===== src/sv/led_blink_code_flasher_assert.svh =====
// Assertion macros for the LED blink-code flasher.
// Each check is sampled at the rising clock edge and is skipped while reset is high.
`ifndef LED_BLINK_CODE_FLASHER_ASSERT_SVH
`define LED_BLINK_CODE_FLASHER_ASSERT_SVH

`ifndef ASSERT_OFF

// Check that the consequent holds in the same cycle as the antecedent.
`define LBCF_ASSERT_SAME(label, clk, rst, ante, cons) \
  label: assert property (@(posedge clk) disable iff (rst) (ante) |-> (cons)) \
    else $error("led flasher check failed");

// Check that the consequent holds in the cycle after the antecedent.
`define LBCF_ASSERT_NEXT(label, clk, rst, ante, cons) \
  label: assert property (@(posedge clk) disable iff (rst) (ante) |=> (cons)) \
    else $error("led flasher check failed");

`else

`define LBCF_ASSERT_SAME(label, clk, rst, ante, cons)
`define LBCF_ASSERT_NEXT(label, clk, rst, ante, cons)

`endif

`endif


===== src/sv/ledbcf_pkg.sv =====
package ledbcf_pkg;

  typedef enum logic [1:0] {
    OP_TICK       = 2'd0,
    OP_SET_MODE   = 2'd1,
    OP_ERROR_CODE = 2'd2,
    OP_FORCE_LED  = 2'd3
  } op_t;

  typedef enum logic [1:0] {
    DM_OFF       = 2'd0,
    DM_ON        = 2'd1,
    DM_HEARTBEAT = 2'd2,
    DM_ERROR     = 2'd3
  } dm_t;

  typedef enum logic [1:0] {
    PH_IDLE      = 2'd0,
    PH_FLASH_ON  = 2'd1,
    PH_FLASH_GAP = 2'd2,
    PH_PAUSE     = 2'd3
  } phase_t;

  localparam int CFG_IDX_W = 3;
  localparam int CFG_DATA_W = 16;

  localparam logic [CFG_IDX_W-1:0] REG_HB_PERIOD    = 3'd0;
  localparam logic [CFG_IDX_W-1:0] REG_FLASH_ON     = 3'd1;
  localparam logic [CFG_IDX_W-1:0] REG_FLASH_GAP    = 3'd2;
  localparam logic [CFG_IDX_W-1:0] REG_GROUP_PAUSE  = 3'd3;
  localparam logic [CFG_IDX_W-1:0] REG_PIN_HIGH_LIT = 3'd4;

  localparam logic [15:0] HB_PERIOD_RST   = 16'd1000;
  localparam logic [15:0] FLASH_ON_RST    = 16'd200;
  localparam logic [15:0] FLASH_GAP_RST   = 16'd200;
  localparam logic [15:0] GROUP_PAUSE_RST = 16'd1000;

  typedef struct packed {
    logic [15:0] hb_period;
    logic [15:0] on_time;
    logic [15:0] gap_time;
    logic [15:0] pause_time;
    logic        pin_high_lit;
  } cfg_t;

  typedef struct packed {
    op_t        op;
    logic [7:0] arg;
  } cmd_t;

  typedef struct packed {
    logic   led;
    dm_t    mode;
    phase_t phase;
  } res_t;

endpackage


===== src/sv/ledbcf_cfg.sv =====
module ledbcf_cfg
  import ledbcf_pkg::*;
(
  input  logic                  clk,
  input  logic                  rst,
  input  logic                  wr_en,
  input  logic [CFG_IDX_W-1:0]  wr_index,
  input  logic [CFG_DATA_W-1:0] wr_data,
  output cfg_t                  cfg
);

  cfg_t regs;

  always_ff @(posedge clk) begin
    if (rst) begin
      regs.hb_period    <= HB_PERIOD_RST;
      regs.on_time      <= FLASH_ON_RST;
      regs.gap_time     <= FLASH_GAP_RST;
      regs.pause_time   <= GROUP_PAUSE_RST;
      regs.pin_high_lit <= 1'b1;
    end else if (wr_en) begin
      unique case (wr_index)
        REG_HB_PERIOD:    regs.hb_period    <= wr_data;
        REG_FLASH_ON:     regs.on_time      <= wr_data;
        REG_FLASH_GAP:    regs.gap_time     <= wr_data;
        REG_GROUP_PAUSE:  regs.pause_time   <= wr_data;
        REG_PIN_HIGH_LIT: regs.pin_high_lit <= wr_data[0];
        default: ;  // drop writes to unmapped indexes
      endcase
    end
  end

  assign cfg = regs;

endmodule


===== src/sv/ledbcf_core.sv =====
module ledbcf_core
  import ledbcf_pkg::*;
#(
  parameter int TIME_BITS = 16
)(
  input  logic clk,
  input  logic rst,
  input  logic step,
  input  cmd_t cmd,
  input  cfg_t cfg,
  output res_t res_next
);

  localparam int CMP_W = (TIME_BITS > 16) ? TIME_BITS : 16;

  dm_t                  mode, mode_next;
  phase_t               phase, phase_next;
  logic                 led, led_next;
  logic [TIME_BITS-1:0] elapsed, elapsed_next;
  logic [7:0]           code, code_next;
  logic [7:0]           flashes_done, flashes_done_next;

  logic [TIME_BITS-1:0] el_tick;
  logic [15:0]          hb_half;
  logic                 ge_hb, ge_on, ge_gap, ge_pause;

  // saturating count, then compare at a common width
  assign el_tick  = (&elapsed) ? elapsed : elapsed + 1'b1;
  assign hb_half  = cfg.hb_period >> 1;
  assign ge_hb    = CMP_W'(el_tick) >= CMP_W'(hb_half);
  assign ge_on    = CMP_W'(el_tick) >= CMP_W'(cfg.on_time);
  assign ge_gap   = CMP_W'(el_tick) >= CMP_W'(cfg.gap_time);
  assign ge_pause = CMP_W'(el_tick) >= CMP_W'(cfg.pause_time);

  always_comb begin
    mode_next         = mode;
    phase_next        = phase;
    led_next          = led;
    elapsed_next      = elapsed;
    code_next         = code;
    flashes_done_next = flashes_done;

    unique case (cmd.op)
      OP_TICK: begin
        elapsed_next = el_tick;
        if (mode == DM_HEARTBEAT) begin
          if ((cfg.hb_period != 16'd0) && ge_hb) begin
            elapsed_next = '0;
            led_next     = ~led;
          end
        end else if (mode == DM_ERROR) begin
          if (code == 8'd0) begin
            led_next = 1'b0;
          end else begin
            unique case (phase)
              PH_IDLE: begin
                flashes_done_next = 8'd0;
                phase_next        = PH_FLASH_ON;
                elapsed_next      = '0;
                led_next          = 1'b1;
              end
              PH_FLASH_ON: begin
                if (ge_on) begin
                  led_next          = 1'b0;
                  elapsed_next      = '0;
                  phase_next        = PH_FLASH_GAP;
                  flashes_done_next = flashes_done + 8'd1;
                end
              end
              PH_FLASH_GAP: begin
                if (ge_gap) begin
                  elapsed_next = '0;
                  if (flashes_done >= code) begin
                    phase_next = PH_PAUSE;
                  end else begin
                    phase_next = PH_FLASH_ON;
                    led_next   = 1'b1;
                  end
                end
              end
              PH_PAUSE: begin
                if (ge_pause) begin
                  phase_next        = PH_FLASH_ON;
                  elapsed_next      = '0;
                  flashes_done_next = 8'd0;
                  led_next          = 1'b1;
                end
              end
              default: ;
            endcase
          end
        end
      end
      OP_SET_MODE: begin
        if (cmd.arg[7:2] == 6'd0) begin
          mode_next         = dm_t'(cmd.arg[1:0]);
          elapsed_next      = '0;
          phase_next        = PH_IDLE;
          flashes_done_next = 8'd0;
          if (dm_t'(cmd.arg[1:0]) == DM_ON)    led_next  = 1'b1;
          if (dm_t'(cmd.arg[1:0]) == DM_OFF)   led_next  = 1'b0;
          if (dm_t'(cmd.arg[1:0]) != DM_ERROR) code_next = 8'd0;
        end
      end
      OP_ERROR_CODE: begin
        elapsed_next      = '0;
        phase_next        = PH_IDLE;
        flashes_done_next = 8'd0;
        if (cmd.arg == 8'd0) begin
          // code zero turns the display off
          mode_next = DM_OFF;
          led_next  = 1'b0;
          code_next = 8'd0;
        end else begin
          mode_next = DM_ERROR;
          code_next = cmd.arg;
        end
      end
      OP_FORCE_LED: begin
        led_next = |cmd.arg;
      end
      default: ;
    endcase
  end

  always_ff @(posedge clk) begin
    if (rst) begin
      mode         <= DM_OFF;
      phase        <= PH_IDLE;
      led          <= 1'b0;
      elapsed      <= '0;
      code         <= 8'd0;
      flashes_done <= 8'd0;
    end else if (step) begin
      mode         <= mode_next;
      phase        <= phase_next;
      led          <= led_next;
      elapsed      <= elapsed_next;
      code         <= code_next;
      flashes_done <= flashes_done_next;
    end
  end

  assign res_next.led   = led_next;
  assign res_next.mode  = mode_next;
  assign res_next.phase = phase_next;

endmodule


===== src/sv/led_blink_code_flasher.sv =====
// LED blink-code flasher: drives one diagnostic LED from a stream of 1 ms ticks and
// commands (set display mode, flash an error code, force the LED level). Every request
// yields exactly one result carrying the logical LED state, the pin level after the
// polarity setting, the display mode and the flash phase. The block takes one request
// per clock cycle unless intake is stopped: the request is caught in an input register,
// the mode/timer update runs in one pass of compare and counter logic, and the result
// lands in an output register. A stalled output only stops intake once both registers
// are full. Timing registers are written through the configuration channel, which is
// always ready; write them only while no request is in flight. The elapsed timer is
// TIME_BITS wide and saturates.
`include "led_blink_code_flasher_assert.svh"

module led_blink_code_flasher
  import ledbcf_pkg::*;
#(
  parameter int TIME_BITS = 16
)(
  input  logic                  clk,
  input  logic                  rst,

  input  logic                  in_valid,
  output logic                  in_ready,
  input  logic [1:0]            mode,
  input  logic [7:0]            arg,

  output logic                  out_valid,
  input  logic                  out_ready,
  output logic                  led_lit,
  output logic                  pin_level,
  output logic [1:0]            display_mode,
  output logic [1:0]            flash_phase,

  input  logic                  cfg_valid,
  output logic                  cfg_ready,
  input  logic [CFG_IDX_W-1:0]  cfg_index,
  input  logic [CFG_DATA_W-1:0] cfg_data
);

  cfg_t cfg;
  cmd_t cmd;
  res_t res_next;
  logic cmd_valid;
  logic advance;

  // Configuration registers; writes never stall.
  assign cfg_ready = 1'b1;

  ledbcf_cfg u_cfg (
    .clk      (clk),
    .rst      (rst),
    .wr_en    (cfg_valid),
    .wr_index (cfg_index),
    .wr_data  (cfg_data),
    .cfg      (cfg)
  );

  // Advance the held request into the result register when that slot is free or
  // being drained this cycle.
  assign advance  = cmd_valid && (!out_valid || out_ready);
  assign in_ready = !cmd_valid || advance;

  // Input register: hold the request until it is processed.
  always_ff @(posedge clk) begin
    if (rst) begin
      cmd_valid <= 1'b0;
    end else if (in_ready) begin
      cmd_valid <= in_valid;
    end
  end

  always_ff @(posedge clk) begin
    if (in_ready && in_valid) begin
      cmd.op  <= op_t'(mode);
      cmd.arg <= arg;
    end
  end

  // Mode, phase and timer update for one request.
  ledbcf_core #(
    .TIME_BITS (TIME_BITS)
  ) u_core (
    .clk      (clk),
    .rst      (rst),
    .step     (advance),
    .cmd      (cmd),
    .cfg      (cfg),
    .res_next (res_next)
  );

  // Result register.
  always_ff @(posedge clk) begin
    if (rst) begin
      out_valid <= 1'b0;
    end else if (advance) begin
      out_valid <= 1'b1;
    end else if (out_ready) begin
      out_valid <= 1'b0;
    end
  end

  always_ff @(posedge clk) begin
    if (advance) begin
      led_lit      <= res_next.led;
      pin_level    <= cfg.pin_high_lit ? res_next.led : ~res_next.led;
      display_mode <= res_next.mode;
      flash_phase  <= res_next.phase;
    end
  end

  // Intake stops only when both the input and result registers are full and blocked.
  `LBCF_ASSERT_SAME(a_ready_low_only_when_full, clk, rst, !in_ready,
                    cmd_valid && out_valid && !out_ready)

  // A processed request always shows up as a result on the next cycle.
  `LBCF_ASSERT_NEXT(a_advance_gives_result, clk, rst, advance, out_valid)

  // The flash sequence only runs in error-code mode.
  `LBCF_ASSERT_SAME(a_phase_only_in_error, clk, rst,
                    out_valid && (flash_phase != 2'(PH_IDLE)),
                    display_mode == 2'(DM_ERROR))

endmodule


===== config.mk =====
export PLATFORM = sky130hd
export DESIGN_NAME = led_blink_code_flasher
export DESIGN_NICKNAME = d
export VERILOG_FILES = /design/src/sv/ledbcf_pkg.sv /design/src/sv/ledbcf_cfg.sv /design/src/sv/ledbcf_core.sv /design/src/sv/led_blink_code_flasher.sv
export VERILOG_INCLUDE_DIRS = /design/src /design/src/sv
export SDC_FILE = /design/constraint.sdc
export NUM_CORES = 1
export LEC_CHECK = 0
export ABC_AREA = 1
export BUFFER_PORTS_ARGS = -buffer_cell sky130_fd_sc_hd__buf_2
export CORE_UTILIZATION = 60
export DETAILED_ROUTE_END_ITERATION = 8
export PLACE_DENSITY = 0.79
export SYNTH_ARGS = -nofsm -noshare
export SYNTH_HDL_FRONTEND = slang
export SYNTH_SLANG_ARGS = --single-unit

===== constraint.sdc =====
create_clock -name clk -period 3.8 [get_ports clk]
set_input_delay 0.19 -clock clk [delete_from_list [all_inputs] [get_ports clk]]
set_output_delay 0.19 -clock clk [all_outputs]
set_load 0.02 [all_outputs]

Yosys cells after proc, flatten, opt, wreduce, memory -nomap -nowiden
Cells that the tools add are included.

storage, ports and cells
  word-level logic and storage cells = 131
  register bits = 120
  output and inout port bits = 9
  input port bits = 34

cells by class
  add/sub/neg operators = 2
  equality and inequality tests = 22
  $lt $le $gt $ge = 5
  bitwise gates (word level) = 2
  multiplexer cells = 53
  reductions and logical operators = 28

operators with widths
  cell                                                                    count
  16-bit two-way mux                                                      9
  8-bit two-way mux                                                       9
  16-bit case mux with 4 select lines                                     1
  16-bit greater-or-equal comparator                                      3
  16-bit case mux with 3 select lines                                     1
  8-bit case mux with 3 select lines                                      2
  2-bit two-way mux                                                       10
  16-bit by 1-bit adder with 16-bit output (second input constant)        1
  16-bit by 15-bit greater-or-equal comparator with 1-bit output          1
  8-bit zero test                                                         2
  8-bit case mux with 2 select lines                                      1
  16-bit AND reduction                                                    1
  16-bit nonzero test                                                     1
  1-bit two-way mux                                                       15
  2-bit equality test (second input constant)                             6
  2-bit AND reduction                                                     5
  9-bit AND reduction                                                     1
  8-bit by 1-bit adder with 8-bit output (second input constant)          1
  8-bit greater-or-equal comparator                                       1
  1-bit case mux with 4 select lines                                      2
  2-bit case mux with 4 select lines                                      1
  8-bit OR reduction                                                      1
  2-bit by 1-bit equality test with 1-bit output (second input constant)  3
  3-bit by 2-bit equality test with 1-bit output (second input constant)  2
  other kinds (19)                                                        32

Depth between registers and ports, before layout
Gate-level depths: netlist of run 1.

  word-level depth = 11
  gate-level depth with buffers = 27
  mapped depth without buffers = 27

Cells and area by module
From an unflattened synthesis of run 1, not the netlist that was laid out.

second synthesis, totals
  cell total of the unflattened synthesis = 1061
  area, all modules = 7636.1 µm²

by module, submodules not included
  module                  area an instance (µm²)  seq. area each (µm²)  cells each  times used
  ledbcf_core             4431.8                  740.7                 667         1
  ledbcf_cfg              2612.5                  1301.2                363         1
  led_blink_code_flasher  591.8                   520.5                 31          1

Worst setup path after synthesis of run 1
No wires, ideal clock.

  path kind = reg2reg
  start point = register u_core.elapsed[1]
  end point = register pin_level (data pin)
  path buffers = 0
  stages on the path, launching flop included = 26
  data arrival time = 2.852 ns
  clock period less this slack = 3.104 ns
  setup time = 0.252 ns
  data required time = 3.548 ns
  slack = 0.696 ns
  path through = dfxtp_1 > ha_1 > inv_1 > nor3_2 > nand3_1 > nor3_2 > nand2_1 > nand4_1 > xor2_1 > ha_1 > nand2_1 > nand2_1 > nand2_1 > nand2_1 > nor2_1 > nand2_1 > nand2_1 > nand2_1 > nand2_1 > nand3_1 > nand2_1 > o21bai_1 > a21oi_1 > nand2_2 > nand3b_1 > nand2_1

on the way
  word-level cells in the longest chain between the ends = 11
  elaborated cells on any way between the ends = 19
  classes of those cells = 1 x add/sub; 4 x order compare; 11 x mux; 1 x bitwise; 2 x reduce/logical

RTL lines
  element                                                                                  RTL line                                                 RTL
  from (decl)                                                                              ledbcf_core.sv:19                                        logic [TIME_BITS-1:0] elapsed, elapsed_next;
  from (signal assigned)                                                                   ledbcf_core.sv:138                                       elapsed <= elapsed_next;
  16-bit by 1-bit adder with 16-bit output / 16-bit AND reduction (equally long branches)  ledbcf_core.sv:28                                        assign el_tick = (&elapsed) ? elapsed : elapsed + 1'b1;
  16-bit two-way mux (*)                                                                   ledbcf_core.sv:28
  16-bit greater-or-equal comparator, on equally long branches                             ledbcf_core.sv:33, ledbcf_core.sv:31, ledbcf_core.sv:32
  1-bit two-way mux, on equally long branches                                              ledbcf_core.sv:82, ledbcf_core.sv:63, ledbcf_core.sv:71
  1-bit case mux with 4 select lines                                                       ledbcf_core.sv:55                                        unique case (phase)
  1-bit two-way mux                                                                        ledbcf_core.sv:52                                        if (code == 8'd0) begin
  1-bit two-way mux                                                                        ledbcf_core.sv:51                                        end else if (mode == DM_ERROR) begin
  1-bit two-way mux (*)                                                                    ledbcf_core.sv:46                                        if (mode == DM_HEARTBEAT) begin
  1-bit case mux with 4 select lines (*)                                                   ledbcf_core.sv:43                                        unique case (cmd.op)
  1-bit NOT                                                                                led_blink_code_flasher.sv:104                            pin_level <= cfg.pin_high_lit ? res_next.led : ~res_next.led;
  1-bit two-way mux (*)                                                                    led_blink_code_flasher.sv:104
  to (signal assigned)                                                                     led_blink_code_flasher.sv:104
  to (decl)                                                                                led_blink_code_flasher.sv:29                             output logic pin_level,

Every way passes the cells marked *; elsewhere a longest branch is shown, timed or not.
A chain may end at the register's enable or synchronous reset.

Worst setup path in the final report of run 1
  start point = register u_core.elapsed[1]
  end point = register u_core.elapsed[12]

on the way
  word-level cells in the longest chain between the ends = 9
  elaborated cells on any way between the ends = 17
  classes of those cells = 1 x add/sub; 4 x order compare; 10 x mux; 2 x reduce/logical

RTL lines
  element                                                                                  RTL line
  16-bit by 1-bit adder with 16-bit output / 16-bit AND reduction (equally long branches)  ledbcf_core.sv:28
  16-bit two-way mux (*)                                                                   ledbcf_core.sv:28
  16-bit greater-or-equal comparator, on equally long branches                             ledbcf_core.sv:33, ledbcf_core.sv:31, ledbcf_core.sv:32
  16-bit two-way mux, on equally long branches                                             ledbcf_core.sv:82, ledbcf_core.sv:63, ledbcf_core.sv:71
  16-bit case mux with 4 select lines                                                      ledbcf_core.sv:55
  16-bit two-way mux                                                                       ledbcf_core.sv:52
  16-bit two-way mux                                                                       ledbcf_core.sv:51
  16-bit two-way mux (*)                                                                   ledbcf_core.sv:46
  16-bit case mux with 3 select lines (*)                                                  ledbcf_core.sv:43

Marks and branches as above.

==> run metrics, run 1 <==
Critical Path AT 3.89 ns; antenna cell count 0; Total Nets Final 1,095; Post-Syn Area per Cell 7.62 sq um; Core Area 0.0115 sq mm; I/O Buffers 41; Max H-tree Level 4; Final Cycle Share 0.934; Overflow after GRT 0; filler-free cell count of the finished design 1,134; root buf cell clkbuf_16; first-pass GRT wire length 28.1 mm; chip width 111 microns; FP Rows 39; Clk Latency, worst-skew pair 0.42 ns; # clock sinks 120; type of origin of the critical path register; worst-margin pin slew 0.851 ns; critical path capture point type register; flop and latch count out of synthesis 120; critical path type register to register; DRT antenna net count 0; Inst Count DP 1,092; register area share after synthesis 0.362; num ports 43; maximum VDD drop 0.000543 V; most frequent cells in the layout nand2_1, inv_1, a21oi_1, dfxtp_1, ha_1; GRT Total Usage 0.290; P_leak 3.75 nW; FMAX 282 MHz; post-route setup slack 0.249 ns; cts bufs inserted 17; pre-CTS setup slack 0.131 ns; hold slack final 0.0399 ns; Starting Density 0.617; final hold viol count 0; vias per inst 5.61; Mapped Cells 929; R2R depth 19; Iter 0 DRT Violations 458; WHS Path Cells 3; number of global-route vias before repair 5,992; outcome finished, final reports clean; DRC viols 0; Worst-path clk slew 0.06 ns; DR WL/cell 15.2 microns; Cell Area, Placed 0.00738 sq mm; largest net degree at the start of global routing 61; pins over their slew limit 0; Req. time, crit path 4.14 ns; Pwr Density 394 mW/mm^2; Routability Congestion 0.867; Post-Route WL 17.2 mm; DPL Wire Length 11.9 mm; PnR Total Power 3.21 mW; postcts setup bufs 0; Max-Cap Viols 0; Vias 6,357; Die ar. 0.0122 sq mm; Final setup viols 0; Cell Area, Synth 0.00708 sq mm; post-route cell area 0.00814 sq mm; Worst Skew 0.00580 ns; initial antenna violation count 0; library cells used by synthesis 43; Slew Limit Headroom 0.432; DR pass1 iterations 5; min Tclk post-route 3.55 ns; fraction of layout cells with a size suffix above 1 0.120; Ys Warns 0; most common cell after layout, fill and taps aside nand2_1; Hold Crit Class input port to register; die height 111 microns; Layout fillers 928; Max Buffers Root-to-Sink 2; CTS tree built; syn nets 1,046; area delta synth->final 15.1%; Critical Path Fanout Max 16
[critical path, cell delays in order, from the launching register on]
cell and delay (ns):
dfxtp_1 0.38, ha_1 0.22, inv_1 0.09, nor3_2 0.19, nand3_2 0.15, nor3_4 0.18
nand2_2 0.12, o21ai_0 0.10, a21o_1 0.23, ha_1 0.28, a21oi_1 0.16, o21ai_0 0.10
a21oi_1 0.24, nand3_1 0.17, o21ai_1 0.21, o21ai_0 0.10, nand2_1 0.06, buf_4 0.21
nand4_1 0.10, a21oi_1 0.17
[per-stage QoR]
| step | utilization | setup TNS, ns |
|---|---|---|
| after floorplan | - | 0 |
| after global placement | 0.643 | 0 |
| after detailed placement | 0.643 | 0 |
| after CTS | 0.703 | 0 |
| after global routing | 0.710 | -0.493 |
| final | 0.710 | 0 |
[routing by layer]
layer	part of all wire	vias to the layer above	routed length [microns]	global-route usage
met5	0	-	0	0
met2	0.47	178	8100	0.477
met3	0.050	38	852	0.0746
met4	0.028	0	476	0.129
met1	0.45	2913	7770	0.356
li1	-	3228	-	-
[cell usage after synthesis (all sizes together)]
cell type | instances | area share
a211oi | 5 | 0.0053
a21boi | 2 | 0.0021
a21o | 3 | 0.0032
a21oi | 118 | 0.083
a31o | 1 | 0.0012
a31oi | 2 | 0.0018
buf | 7 | 0.0072
clkbuf | 20 | 0.011
conb | 1 | 0.00053
dfxtp | 104 | 0.29
edfxtp | 16 | 0.068
ha | 83 | 0.15
inv | 141 | 0.075
nand2 | 173 | 0.095
nand3 | 31 | 0.025
nand3b | 2 | 0.0039
nand4 | 31 | 0.028
nor2 | 57 | 0.036
nor3 | 11 | 0.011
nor4 | 10 | 0.0097
o211ai | 12 | 0.013
o21a | 1 | 0.0011
o21ai | 79 | 0.056
o21bai | 2 | 0.0021
o22ai | 1 | 0.00088
or2 | 2 | 0.0018
xnor2 | 6 | 0.0074
xor2 | 8 | 0.0099
[logic make-up (layout without fill, tap and decap cells)]
group,Yosys count,in the layout,share of synthesized area
AO/OA/AOI/OAI,226,226,0.170
XOR/XNOR,14,14,0.0173
adder cells (fa/ha/maj),83,83,0.147
buffers and inverters,168,230,0.0927
flip-flops,120,120,0.362
other,1,1,0.000530
AND/OR/NAND/NOR,317,317,0.210
[report_power, final]
group / switching [mW] / internal (mW) / total [mW]
Sequential: 0.0209 / 1.33 / 1.35
Clock: 0.580 / 1.02 / 1.60
Combinational: 0.168 / 0.0878 / 0.256
[layout make-up]
type	count	area (sq um)	share of cell area
Multi-Input combinational cell	641	3940	0.483
Sequential cell	120	2560	0.315
Inverter	141	529	0.0650
Clock buffer	18	429	0.0527
Timing Repair Buffer	57	350	0.0430
Tap cell	143	179	0.0220
Clock inverter	14	156	0.0192
[sequential cells by signal, indices dropped and copies added (netlist names)]
signal,flops
u_core.led,1
display_mode,2
u_core.phase,2
cmd_valid,1
u_core.elapsed,16
pin_level,1
led_lit,1
u_cfg.cfg,65
u_core.code,8
out_valid,1
u_core.mode,2
cmd,10
flash_phase,2
u_core.flashes_done,8
[worst paths after layout]
path / slack (ns) / from / end
worst max-delay path: 0.25 / u_core.elapsed[1] / u_core.elapsed[12]
worst min-delay path: 0.04 / cfg_data[9] / u_cfg.cfg[10]
worst max register to register: 0.25 / u_core.elapsed[1] / u_core.elapsed[12]
worst min register to register: 0.46 / u_cfg.cfg[16] / u_cfg.cfg[16]
[timing repair]
action,CTS,global route
hold buffers,10,0
resized for setup,0,16
setup endpoints to repair,0,30
hold endpoints to repair,10,0
(Power assumes the default switching activity.)
==> run 2, diff against run 1 <==
--- a/config.mk
+++ b/config.mk
@@ -10,7 +10,7 @@
 export BUFFER_PORTS_ARGS = -buffer_cell sky130_fd_sc_hd__buf_2
 export CORE_UTILIZATION = 60
 export DETAILED_ROUTE_END_ITERATION = 8
-export PLACE_DENSITY = 0.79
+export PLACE_DENSITY_LB_ADDON = 0.25
 export SYNTH_ARGS = -nofsm -noshare
 export SYNTH_HDL_FRONTEND = slang
 export SYNTH_SLANG_ARGS = --single-unit
==> run metrics, run 2 (synthesized netlist as in run 1, its figures left out) <==
outcome finished, final reports clean; # clock sinks 120 (unchanged); Worst-path clk slew 0.06 ns (about the same); Final setup viols 0 (unchanged); WHS Path Cells 3 (unchanged); Pwr Density 402 mW/mm^2 (+2.0%); most common cell after layout, fill and taps aside nand2_1; area delta synth->final 15.9%; number of global-route vias before repair 6,242 (+4.2%); Internal Power 2.51 mW (+2.8%); vias per inst 5.63 (+0.36%); P_leak 3.77 nW (+0.47%); post-route setup slack 0.264 ns (+0.0148 ns); min Tclk post-route 3.54 ns (-0.0148 ns); Post-Route WL 17.5 mm (+1.9%); initial antenna violation count 0 (unchanged); DRT antenna net count 0 (unchanged); Max-Cap Viols 0 (unchanged); most frequent cells in the layout nand2_1, inv_1, a21oi_1, dfxtp_1, ha_1; Clk Latency, worst-skew pair 0.42 ns (about the same); worst hold start cfg_data[9]; reg2reg setup slack 0.26 ns (about the same); RSZ-0062 raised after global routing true; Max H-tree Level 4 (unchanged); Worst Hold End u_cfg.cfg[10]; cts bufs inserted 17 (unchanged); Slew Limit Headroom 0.463 (+0.0302); DR pass1 iterations 5 (unchanged); Critical Path Fanout Max 6 (-10); FMAX 283 MHz (+0.42%); Final Cycle Share 0.931 (-0.00390); I/O Buffers 41 (unchanged); setup TNS 0 ns (unchanged); area of the multi-input gates 0.00393 sq mm (-0.19%); antenna cell count 0 (unchanged); type of origin of the critical path register; Hold Crit Class input port to register; Clock power frac 0.511 (+0.012); Sw Ratio 0.239 (-0.000840); Overflow after GRT 0 (unchanged); largest net degree at the start of global routing 61 (unchanged); Inst Count DP 1,094 (+0.18%); pins over their slew limit 0 (unchanged); sequential power share 0.410 (-0.011); pre-CTS setup slack 0.137 ns (+0.00577 ns); die height 111 microns (unchanged); Reg2Reg Launch Point u_core.elapsed[0]; Sequential Area 0.00256 sq mm (about the same); GRT Total Usage 0.298 (+0.00854); CTS tree built; fraction of layout cells with a size suffix above 1 0.124 (+0.00366); critical path capture point type register; maximum VDD drop 0.000519 V (-4.4%); R2R depth 21 (+2); Layout fillers 917 (-1.2%); Max Buffers Root-to-Sink 2 (unchanged); chip width 111 microns (unchanged); Worst Skew 0.00540 ns (-0.000400 ns); FP Rows 39 (unchanged); filler-free cell count of the finished design 1,137 (+0.26%); DPL Wire Length 12.1 mm (+1.9%); Total Nets Final 1,098 (+0.27%); Vias 6,397 (+0.63%); DRC viols 0 (unchanged); Req. time, crit path 3.97 ns (-0.17 ns); Core Area 0.0115 sq mm (unchanged); critical path type register to register; Psw 0.787 mW (+2.3%); Iter 0 DRT Violations 476 (+3.9%); reg2reg end pin_level; final hold viol count 0 (unchanged); Logic pwr share 0.079 (about the same); first-pass GRT wire length 29.2 mm (+4.2%); worst-margin pin slew 0.805 ns (-0.0462 ns); max reg flops 65 (unchanged); Starting Density 0.617 (unchanged); Routability Congestion 0.882 (+1.7%); Critical Path AT 3.71 ns (-0.18 ns); Setup crit start u_core.elapsed[0]; DR WL/cell 15.4 microns (+1.6%); num ports 43 (unchanged); root buf cell clkbuf_16; Die ar. 0.0122 sq mm (unchanged)
run 2: layer usage:
layer / vias up / track usage / part of all wire
met5: - / 0 / 0
met4: 0 / 0.129 / 0.024
met3: 31 / 0.0724 / 0.057
met2: 185 / 0.504 / 0.47
met1: 2952 / 0.360 / 0.45
li1: 3229 / - / -
run 2: what timing repair did:
| action | CTS | global route |
|---|---|---|
| hold endpoints to repair | 10 | 0 |
| buffers inserted | 0 | 1 |
| gates resized for setup | 0 | 16 |
| hold buffers | 10 | 0 |
| setup endpoints to repair | 0 | 31 |
run 2: worst max-delay path by stage:
stage	to	slack, ns	cells past startpoint
floorplan	pin_level	0.70	25
global placement	pin_level	0.23	25
detailed placement	pin_level	0.14	25
CTS	pin_level	0.12	25
global route	pin_level	0.002	23
finish	pin_level	0.26	21
run 2: stage by stage:
stage          hold slack [ns]  power, mW  instance area (sq um)  utilization
2_1_floorplan            0.289       1.54                   7080            -
6_report                0.0538       3.29                   8200        0.715
3_5_place_dp             0.368       1.62                   7410        0.646
4_1_cts                 0.0434       3.29                   8120        0.708
3_3_place_gp             0.366       1.61                   7410        0.646
5_1_grt                 0.0492       3.39                   8200        0.715
run 2: area by class of cell:
type | count | share of cell area
Clock inverter | 14 | 0.0221
Inverter | 141 | 0.0646
Clock buffer | 18 | 0.0524
Timing Repair Buffer | 60 | 0.0470
Multi-Input combinational cell | 641 | 0.479
Tap cell | 143 | 0.0218
Sequential cell | 120 | 0.313
run 2: critical path, stage by stage (launching register included):
cell	delay, ns
dfxtp_1	0.36
ha_2	0.21
inv_1	0.06
nor3_2	0.15
nand3_2	0.14
nor3_4	0.22
nand2_2	0.12
nand4_1	0.11
xnor2_1	0.24
ha_1	0.35
a21oi_1	0.15
o21ai_0	0.14
a21oi_2	0.25
nand2_1	0.14
nand2_1	0.09
nand3_1	0.06
nand2_1	0.06
o21bai_1	0.07
a21oi_2	0.13
nand2_2	0.08
nand3b_1	0.09
nand2_1	0.06
run 2: power by group through the flow:
| stage | clock network [mW] | registers, mW | logic, mW |
|---|---|---|---|
| after global placement | 0 | 1.37 | 0.235 |
| after global routing | 1.74 | 1.35 | 0.292 |
| after CTS | 1.68 | 1.35 | 0.253 |
| after floorplan | 0 | 1.38 | 0.161 |
| final | 1.68 | 1.35 | 0.260 |
| after detailed placement | 0 | 1.38 | 0.241 |
==> run 3, diff against run 2 <==
--- a/config.mk
+++ b/config.mk
@@ -10,7 +10,7 @@
 export BUFFER_PORTS_ARGS = -buffer_cell sky130_fd_sc_hd__buf_2
 export CORE_UTILIZATION = 60
 export DETAILED_ROUTE_END_ITERATION = 8
-export PLACE_DENSITY_LB_ADDON = 0.25
+export PLACE_DENSITY = 0.85
 export SYNTH_ARGS = -nofsm -noshare
 export SYNTH_HDL_FRONTEND = slang
 export SYNTH_SLANG_ARGS = --single-unit
==> run metrics, run 3 (synthesized netlist as in run 1, its figures left out) <==
most frequent cells in the layout nand2_1, inv_1, a21oi_1, dfxtp_1, ha_1; Die ar. 0.0122 sq mm (unchanged); critical path capture point type register; Sw Ratio 0.239 (-0.000524); Max Buffers Root-to-Sink 2 (unchanged); CTS tree built; min Tclk post-route 3.62 ns (+0.0797 ns); Logic pwr share 0.082 (+0.003); Total Nets Final 1,099 (+0.091%); Iter 0 DRT Violations 511 (+7.4%); Routability Congestion 0.908 (+2.9%); Worst Skew 0.00865 ns (+0.00325 ns); Slew Limit Headroom 0.403 (-0.0600); Worst-path clk slew 0.05 ns (about the same); maximum VDD drop 0.000355 V (-32%); initial antenna violation count 0 (unchanged); outcome finished, final reports clean; DRC viols 0 (unchanged); reg2reg end u_core.elapsed[14]; Vias 6,388 (-0.14%); chip width 111 microns (unchanged); Starting Density 0.617 (unchanged); Final setup viols 0 (unchanged); largest net degree at the start of global routing 61 (unchanged); Pwr Density 389 mW/mm^2 (-3.3%); FMAX 277 MHz (-2.2%); RSZ-0062 raised after global routing true; DPL Wire Length 11.9 mm (-1.7%); PnR Total Power 3.16 mW (-4.0%); root buf cell clkbuf_16; antenna cell count 0 (unchanged); Worst setup endpoint u_core.elapsed[14]; Overflow after GRT 0 (unchanged); die height 111 microns (unchanged); Psw 0.754 mW (-4.2%); Clk Latency, worst-skew pair 0.42 ns (about the same); R2R depth 20 (-4.8%); first-pass GRT wire length 29.4 mm (+0.56%); worst-margin pin slew 0.896 ns (+0.0909 ns); Core Area 0.0115 sq mm (unchanged); sequential power share 0.427 (+0.017); Clock power frac 0.491 (-0.020); DR pass1 iterations 6 (+1); # clock sinks 120 (unchanged); critical path type register to register; DR WL/cell 15.3 microns (-0.49%); FP Rows 39 (unchanged); worst hold start cfg_data[9]; hold slack final 0.0429 ns (-0.0109 ns); fraction of layout cells with a size suffix above 1 0.125 (+0.00101); Internal Power 2.41 mW (-3.9%); num ports 43 (unchanged); cts bufs inserted 17 (unchanged); reg2reg setup slack 0.18 ns (-0.08 ns); vias per inst 5.62 (-0.14%); max reg flops 65 (unchanged); most common cell after layout, fill and taps aside nand2_1; Req. time, crit path 4.14 ns (+0.17 ns); DRT antenna net count 0 (unchanged); Critical Path Fanout Max 16 (+10); Critical Path AT 3.96 ns (+0.25 ns); GRT Total Usage 0.301 (+0.00255); Reg2Reg Launch Point u_core.elapsed[0]; Cell Area, Placed 0.00739 sq mm (-0.17%); final hold viol count 0 (unchanged); Final Cycle Share 0.952 (+0.0210); number of global-route vias before repair 6,199 (-0.69%); Hold Crit Class input port to register; Post-Route WL 17.4 mm (-0.49%); I/O Buffers 41 (unchanged); post-route cell area 0.00814 sq mm (-0.75%); Max H-tree Level 4 (unchanged); P_leak 3.76 nW (-0.13%); Setup crit start u_core.elapsed[0]; pins over their slew limit 0 (unchanged); type of origin of the critical path register; Max-Cap Viols 0 (unchanged); area delta synth->final 15.0%
-- run 3: changes by cell type in the layout (fill, tap and decap cells not counted), moves of 2 or more --
cell	previous run	this run
clkinvlp_4	4	1
a21oi_1	115	117
a21oi_2	3	1
buf_4	8	10
bufinv_16	4	2
clkbuf_1	1	3
clkbuf_8	0	2
clkinv_1	2	0
clkinv_2	3	5
-- run 3: per-stage QoR --
step,worst slack [ns],util,TNS [ns],instances
5_1_grt,-0.0722,0.710,-0.472,1137
2_1_floorplan,0.696,-,0,929
3_5_place_dp,0.112,0.645,0,1094
4_1_cts,0.110,0.703,0,1135
6_report,0.184,0.710,0,1137
3_3_place_gp,0.311,0.645,0,1094
-- run 3: power groups by stage --
stage,sequential (mW),combinational [mW],clock [mW]
global route,1.35,0.291,1.62
floorplan,1.38,0.161,0
global placement,1.37,0.232,0
CTS,1.35,0.250,1.56
detailed placement,1.38,0.238,0
finish,1.35,0.258,1.55
-- run 3: worst min-delay path by stage --
stage	cells after the start	slack (ns)	end
floorplan	0	0.29	cmd[0]
global placement	1	0.37	cmd[0]
detailed placement	1	0.37	cmd[4]
CTS	3	0.03	u_cfg.cfg[10]
global route	3	0.04	u_cfg.cfg[4]
finish	3	0.04	u_cfg.cfg[10]
-- run 3: repair_timing --
action | CTS | global route
gates resized for setup | 0 | 15
setup endpoints to repair | 0 | 30
hold buffers | 10 | 0
endpoints found under the hold margin | 10 | 0
buffers inserted | 0 | 2
-- run 3: area by class of cell --
| type | count | area, sq um |
|---|---|---|
| fillers | 885 | 3330 |
| well taps | 143 | 179 |
| clock buffers | 22 | 464 |
| repair buffers | 61 | 380 |
| clock inverters | 9 | 101 |
| inverters | 141 | 529 |
| multi-input cells | 641 | 3920 |
| flip-flops and latches | 120 | 2560 |
-- run 3: routing by layer --
layer,vias up,share of wire,track usage
met1,2905,0.44,0.374
met3,42,0.051,0.0670
met5,-,0,0
met4,0,0.027,0.127
li1,3220,-,-
met2,221,0.48,0.501
-- run 3: worst max-delay path, cell delays in order (launching register included) --
cell	delay [ns]
dfxtp_1	0.36
ha_2	0.20
inv_1	0.06
nor3_2	0.17
nand3_2	0.16
nor3_4	0.22
nand2_2	0.13
inv_1	0.13
a21oi_1	0.05
o21ai_1	0.25
ha_1	0.31
nand2_1	0.11
o21ai_0	0.11
a21oi_1	0.25
nand3_1	0.18
o21ai_1	0.20
o21ai_0	0.10
nand2_1	0.07
buf_4	0.21
nand4_1	0.13
a21oi_1	0.15
